### config.mk
export PLATFORM = sky130hd
export DESIGN_NAME = tsla_ctrl
export DESIGN_NICKNAME = d
export VERILOG_FILES = /design/src/hw/rtl/three_state_life_automaton_macros.svh /design/src/hw/rtl/tsla_pkg.sv /design/src/hw/rtl/tsla_ctrl.sv
export SDC_FILE = /design/constraint.sdc
export NUM_CORES = 1
export LEC_CHECK = 0
export BUFFER_PORTS_ARGS = -buffer_cell sky130_fd_sc_hd__buf_2
export CAP_MARGIN = 30
export CORE_MARGIN = 2
export CORE_UTILIZATION = 45
export CTS_BUF_LIST = sky130_fd_sc_hd__clkbuf_4
export DETAILED_ROUTE_END_ITERATION = 10
export HOLD_SLACK_MARGIN = 0.03
export PLACE_DENSITY = 0.67
export REMOVE_ABC_BUFFERS = 1
export SETUP_SLACK_MARGIN = 0.05
export SLEW_MARGIN = 15
export SYNTH_ARGS = -nofsm -noshare
export SYNTH_HDL_FRONTEND = slang
export SYNTH_SLANG_ARGS = --single-unit
export TNS_END_PERCENT = 20
### constraint.sdc
create_clock -name clk -period 3.02 [get_ports clk]
set_input_delay 0.302 -clock clk [delete_from_list [all_inputs] [get_ports clk]]
set_output_delay 0.302 -clock clk [all_outputs]
set_load 0.02 [all_outputs]
### src/hw/rtl/three_state_life_automaton_macros.svh
// assertion helpers for the life automaton top level
// expects signals named clk and rst in the scope of use
`ifndef THREE_STATE_LIFE_AUTOMATON_MACROS_SVH
`define THREE_STATE_LIFE_AUTOMATON_MACROS_SVH

// property that must hold on every clock edge outside reset
`define TSLA_ASSERT(lbl, prop, msg) \
  lbl: assert property (@(posedge clk) disable iff (rst) (prop)) else $error(msg);

// consequence must hold in the cycle after the antecedent
`define TSLA_ASSERT_NXT(lbl, ante, cons, msg) \
  lbl: assert property (@(posedge clk) disable iff (rst) (ante) |=> (cons)) else $error(msg);

`endif

### src/hw/rtl/tsla_pkg.sv
// shared constants, types and the cell update rule of the life automaton
// used by the controller, the datapath and the top level
package tsla_pkg;

  localparam int GRID_SIDE = 64;
  localparam int ROW_W     = $clog2(GRID_SIDE);
  localparam int SWEEP_W   = $clog2(GRID_SIDE + 1);
  localparam int SHIFT_W   = $clog2(GRID_SIDE + 2);
  localparam int CELL_W    = 2;
  localparam int FIELD_W   = 6;
  localparam int GEN_W     = 16;
  localparam int PADDR_W   = 3;

  localparam logic [1:0] CMD_WRITE   = 2'd0;
  localparam logic [1:0] CMD_ADVANCE = 2'd1;
  localparam logic [1:0] CMD_READ    = 2'd2;
  localparam logic [1:0] CMD_NONE    = 2'd3;

  localparam logic [CELL_W-1:0] CELL_EMPTY   = 2'd0;
  localparam logic [CELL_W-1:0] CELL_DORMANT = 2'd1;
  localparam logic [CELL_W-1:0] CELL_ALIVE   = 2'd2;
  localparam logic [CELL_W-1:0] CELL_BAD     = 2'd3;

  // one grid row, cell c in element c
  typedef logic [GRID_SIDE-1:0][CELL_W-1:0] line_t;

  typedef struct packed {
    logic             win_clear;
    logic             rd_en;
    logic             rd_item;
    logic             rd_zero;
    logic [ROW_W-1:0] addr;
    logic             clr_wr;
    logic             item_load;
    logic             cell_done;
    logic             out_load;
  } dp_cmd_t;

  typedef struct packed {
    logic pipe_busy;
    logic changed;
    logic out_free;
  } dp_stat_t;

  function automatic logic [CELL_W-1:0] cell_rule(logic [CELL_W-1:0] cur, logic [3:0] cnt);
    logic [CELL_W-1:0] nxt;
    nxt = cur;
    case (cur)
      CELL_EMPTY:   if (cnt == 4'd3) nxt = CELL_ALIVE;
      CELL_DORMANT: if (cnt == 4'd2) nxt = CELL_ALIVE;
      CELL_ALIVE: begin
        if (cnt < 4'd2) nxt = CELL_EMPTY;
        else if (cnt > 4'd3) nxt = CELL_DORMANT;
      end
      default: nxt = cur;
    endcase
    return nxt;
  endfunction

endpackage

### src/hw/rtl/tsla_ctrl.sv
// sequencer of the life automaton: clearing pass, cell access, generation sweeps
// depends on tsla_pkg
module tsla_ctrl (
  input  logic                          clk,
  input  logic                          rst,
  input  logic                          in_valid,
  input  logic [1:0]                    in_kind,
  output logic                          in_ready,
  input  logic [tsla_pkg::GEN_W-1:0]    generations,
  input  tsla_pkg::dp_stat_t            stat,
  output tsla_pkg::dp_cmd_t             cmd,
  output logic                          clearing
);

  typedef enum logic [6:0] {
    ST_CLEAR     = 7'b0000001,
    ST_IDLE      = 7'b0000010,
    ST_CELL_RD   = 7'b0000100,
    ST_CELL_DONE = 7'b0001000,
    ST_GEN_READ  = 7'b0010000,
    ST_GEN_DRAIN = 7'b0100000,
    ST_FINISH    = 7'b1000000
  } state_t;

  localparam logic [tsla_pkg::SWEEP_W-1:0] LAST_ROW = tsla_pkg::SWEEP_W'(tsla_pkg::GRID_SIDE - 1);
  localparam logic [tsla_pkg::SWEEP_W-1:0] FLUSH    = tsla_pkg::SWEEP_W'(tsla_pkg::GRID_SIDE);

  state_t                       state, state_next;
  logic [tsla_pkg::SWEEP_W-1:0] cnt, cnt_next;
  logic [tsla_pkg::GEN_W-1:0]   left, left_next;

  assign in_ready = (state == ST_IDLE);
  assign clearing = (state == ST_CLEAR);

  always_comb begin
    state_next = state;
    cnt_next   = cnt;
    left_next  = left;
    cmd        = '0;
    cmd.addr   = cnt[tsla_pkg::ROW_W-1:0];
    unique case (state)
      ST_CLEAR: begin
        cmd.clr_wr = 1'b1;
        cnt_next   = cnt + 1'b1;
        if (cnt == LAST_ROW) begin
          cnt_next   = '0;
          state_next = ST_IDLE;
        end
      end
      ST_IDLE: begin
        if (in_valid) begin
          cmd.item_load = 1'b1;
          case (in_kind) inside
            tsla_pkg::CMD_WRITE, tsla_pkg::CMD_READ: state_next = ST_CELL_RD;
            tsla_pkg::CMD_ADVANCE: begin
              left_next = generations;
              if (generations == '0) begin
                state_next = ST_FINISH;
              end else begin
                cmd.win_clear = 1'b1;
                cnt_next      = '0;
                state_next    = ST_GEN_READ;
              end
            end
            default: state_next = ST_IDLE;
          endcase
        end
      end
      ST_CELL_RD: begin
        cmd.rd_en   = 1'b1;
        cmd.rd_item = 1'b1;
        state_next  = ST_CELL_DONE;
      end
      ST_CELL_DONE: begin
        cmd.cell_done = 1'b1;
        state_next    = ST_FINISH;
      end
      ST_GEN_READ: begin
        // the extra step past the last row shifts in the empty border
        cmd.rd_en   = 1'b1;
        cmd.rd_zero = (cnt == FLUSH);
        cnt_next    = cnt + 1'b1;
        if (cnt == FLUSH) state_next = ST_GEN_DRAIN;
      end
      ST_GEN_DRAIN: begin
        if (!stat.pipe_busy) begin
          if (!stat.changed || left == 16'd1) begin
            state_next = ST_FINISH;
          end else begin
            left_next     = left - 1'b1;
            cmd.win_clear = 1'b1;
            cnt_next      = '0;
            state_next    = ST_GEN_READ;
          end
        end
      end
      ST_FINISH: begin
        if (stat.out_free) begin
          cmd.out_load = 1'b1;
          state_next   = ST_IDLE;
        end
      end
      default: state_next = ST_IDLE;
    endcase
  end

  always_ff @(posedge clk) begin
    if (rst) begin
      state <= ST_CLEAR;
      cnt   <= '0;
      left  <= '0;
    end else begin
      state <= state_next;
      cnt   <= cnt_next;
      left  <= left_next;
    end
  end

endmodule

[Word-level counts from Yosys, hierarchy flattened]
Cells that the tools add are included.
Word-level totals
  logic and storage cells: 77
  memories: 0
  register bits: 30
  ROM bits: 0
  bits in latches: 0
  input port bits: 24
  RAM bits: 0
  output and inout bits: 16
Cells by class
  bitwise gates (word level): 0
  $mul: 0
  shift operators: 0
  divide/modulo/power cells: 0
  reduce and logical (&&, ||, !) cells: 11
  add/subtract/negate cells: 2
  multiplexer cells: 40
  $lt $le $gt $ge: 0
  eq/ne operators: 21
Operator list (number)
  two-way mux 7 bit: 16
  two-way mux 16 bit: 5
  case mux 7 bit (7 select lines): 1
  case mux 16 bit (2 select lines): 1
  case mux 7 bit (4 select lines): 1
  equality test 16 x 1 -> 1 bit (second input constant): 1
  logical NOT 16 bit: 1
  subtractor 16 x 1 -> 16 bit (second input constant): 1
  two-way mux 1 bit: 15
  equality test 7 x 6 -> 1 bit (second input constant): 2
  equality test 7 bit (second input constant): 2
  inequality test 2 bit (second input constant): 7
  adder 7 x 1 -> 7 bit (second input constant): 1
  equality test 7 x 1 -> 1 bit (second input constant): 1
  equality test 7 x 2 -> 1 bit (second input constant): 1
  equality test 7 x 3 -> 1 bit (second input constant): 1
  equality test 7 x 4 -> 1 bit (second input constant): 1
  equality test 7 x 5 -> 1 bit (second input constant): 1
  AND reduction 7 bit: 1
  AND reduction 6 bit: 1
  AND reduction 5 bit: 1
  inequality test 2 x 1 -> 1 bit (second input constant): 2
  nonzero test 4 bit: 1
  OR reduction 2 bit: 2
  other kinds (7): 7

[Logic depth before layout (Yosys ltp)]
  word-level depth: 6
  mapped depth: 10
  mapped depth without buffers: 7

[Worst setup path after synthesis]
OpenSTA, ideal clock, no wires.
  kind: flip-flop to output port
  start: register state[5]
  end: output cmd[13] (netlist name)
  setup slack: 0.601 ns
  stages on the path, launching flop included: 7
  buffers on the path: 3
  data arrival time: 2.117 ns
  data required time: 2.718 ns
  path through: dfxtp_1 -> or4b_1 -> buf_2 -> or2_1 -> buf_6 -> clkbuf_1 -> o31ai_1
RTL lines
  from (decl): line tsla_ctrl.sv:28  | state_t state, state_next;
  from (signal assigned): line tsla_ctrl.sv:113  | state <= state_next;
  to (decl): line tsla_ctrl.sv:11  | output tsla_pkg::dp_cmd_t cmd,

==> impl_metrics.csv <==
group,metric,value,unit
status,status,"finished clean",
final_layout,n_antenna_cell,0,
run,drv_cap,0,
placement,place.gp.congestion,0.826,
grt,grt_usage,20.9,%
placement,dp_hpwl,3940,µm
floorplan,die-area,5340,µm²
placement,numPortBuffers,39,
grt,overflow,0,
timing,worst_pin_slew,665,ps
clock_tree,cts.hold.buffers_added,0,
grt,grt_pass1_wl,8920,µm
synth,synth.most_common_cell,"dfxtp_1",
synth,synthTopCellsByArea,"dfxtp_1 28%, a21oi_1 5.8%, o32ai_1 4.1%",
synth,yosysUniqueCellTypes,49,
floorplan,fp.coreArea,4660,µm²
routing,first_pass_iters,4,
final_layout,multi_input_area,1380,µm²
floorplan,die_width,73.1,µm
synth,ys_ff_latch,30,
floorplan,io_pins,40,
timing,rsz0062_at_grt,"false",
routing,drt_iter0_drc,228,
setup_path,worstSetupStartpointType,"flip-flop",
synth,synth_ff_type,"dfxtp_1",
power,p_per_area,333,nW/µm²
synth,async_flop_share,0,%
timing,max_slew_margin,55.6,%
clock_tree,cts_tree,"done",
synth,netlist_instances,284,
timing,holdWs,173,ps
timing,finalCritPeriodShare,91.1,%
grt,grt_max_degree,42,
timing,drv_slew,0,
routing,drtAntennaViolNets,0,
clock_tree,clk_pin_slew,80,ps
routing,wl_per_cell,14.3,µm
synth,synth_edf_count,0,
grt,antenna_found_initial,0,
floorplan,start_util,46.0,%
hold_path,hp-class,"in -> reg",
clock_tree,cts_made_buffers,5,
setup_path,arrival,2450,ps
final_layout,final_core_util,51.8,%
floorplan,fp-row-count,25,
timing,finalSetupViolCount,0,
final_layout,nets,342,
floorplan,fp.dieH,73.1,µm
routing,wirelength,5280,µm
final_layout,drive_gt1_share,19.4,%
clock_tree,cts.htree.levels,2,
routing,drc,0,
routing,via_count,2216,
final_layout,fill_cells,477,
setup_path,path_max_fanout,21,
routing,vias_per_cell,6.01,
clock_tree,clockBufferDepth,2,
timing,hold_viol_final,0,
setup_path,cp.required,2720,ps
timing,fin_crit,2750,ps
synth,syn-cell-area,2150,µm²
synth,syn_avg_cell_area,7.56,µm²
setup_path,critPathCaptureType,"output pin",
clock_tree,clock-sinks,30,
final_layout,syn_to_final_growth,12.5,%
placement,post-place-ws,526,ps
setup_path,worstSetupPathType,"reg -> out",
synth,yosysTopAreaCell,"dfxtp_1",
clock_tree,root_buffer,"clkbuf_4",
timing,final.setup.worst_slack,268,ps
timing,fmax,363,MHz
synth,ys_warn_count,0,
synth,yosys-top-cells-count,"30 x dfxtp_1, 25 x a21oi_1, 22 x nor2_1, 14 x nand2_1",
final_layout,seq_area,601,µm²
synth,yosysTopAreaCellShare,28.0,%
synth,ys_seq_area_share,28.0,%
timing,clock_skew,15.4,ps
clock_tree,clock_latency,330,ps
timing,fin_tns_setup,0,ps
power,vdd_drop_max,193,µV
grt,grt_pass1_vias,1948,
power,p_leak,0.954,nW
cells in the final DEF (no fill, tap or decap), types with 12 or more instances in the layout:
| master | count |
|---|---|
| dfxtp_1 | 30 |
| a21oi_1 | 25 |
| o21ai_0 | 13 |
| nor3_1 | 12 |
| nor2_1 | 22 |
| or3_1 | 13 |
| nand2_1 | 14 |
| buf_2 | 39 |
| inv_1 | 13 |
layout make-up:
| type | count | share of cell area (%) |
|---|---|---|
| Clock buffer | 6 | 1.87 |
| Sequential cell | 30 | 24.9 |
| Clock inverter | 2 | 0.363 |
| Tap cell | 54 | 2.80 |
| Inverter | 13 | 2.02 |
| Timing Repair Buffer | 47 | 10.9 |
| Multi-Input combinational cell | 217 | 57.2 |
stage by stage:
| stage | instances | total power [mW] | instance area (µm²) |
|---|---|---|---|
| after floorplan | 260 | 0.515 | 2010 |
| after CTS | 369 | 0.813 | 2410 |
| after detailed placement | 361 | 0.578 | 2360 |
| final | 369 | 0.804 | 2410 |
| after global routing | 369 | 0.851 | 2410 |
| after global placement | 360 | 0.578 | 2350 |
worst max-delay path, stage by stage (launching register included):
cell and delay (ps):
dfxtp_1 400, or4b_1 650, or2_2 500, o31ai_1 350
buf_2 230
final timing paths:
kind | slack, ps | cells past startpoint | from | to
worst max-delay path | 270 | 4 | state[4] | cmd[13]
worst min-delay path | 170 | 2 | in_kind[0] | state[2]
worst max register to register | 620 | 5 | state[4] | left[5]
worst min register to register | 500 | 2 | left[6] | left[6]
metal layers:
metal  GRT usage [%]  vias to the layer above  share of wire (%)
li1                -                     1127                  -
met1            28.7                     1025                 48
met3            4.70                        5                5.9
met2            32.8                       59                 46
met5               0                        -                  0
met4            5.56                        0               0.78
power breakdown:
group / switching (mW) / total, mW / internal (mW)
registers: 0.0148 / 0.421 / 0.407
logic: 0.0897 / 0.147 / 0.0575
clock network: 0.139 / 0.235 / 0.0964
flip-flops by register name, indices dropped and copies added, names as in the netlist:
name,flops
cnt,7
left,16
state,7
cell families after synthesis:
group                      Yosys count  share of synthesized area, %
DFF                                 30                          28.0
and+or+nand+nor                    118                          30.2
xor gates and xnor gates             2                         0.816
AOI/OAI and AO/OA                   93                          30.2
adders and majority gates            4                          2.33
buffers and inverters               37                          8.45
what timing repair did:
item,4_1_cts,5_1_grt
resized for setup,0,1
endpoints found under the setup margin,0,1
buffers inserted,0,0
Note: power is estimated with default switching activity, not from simulation.
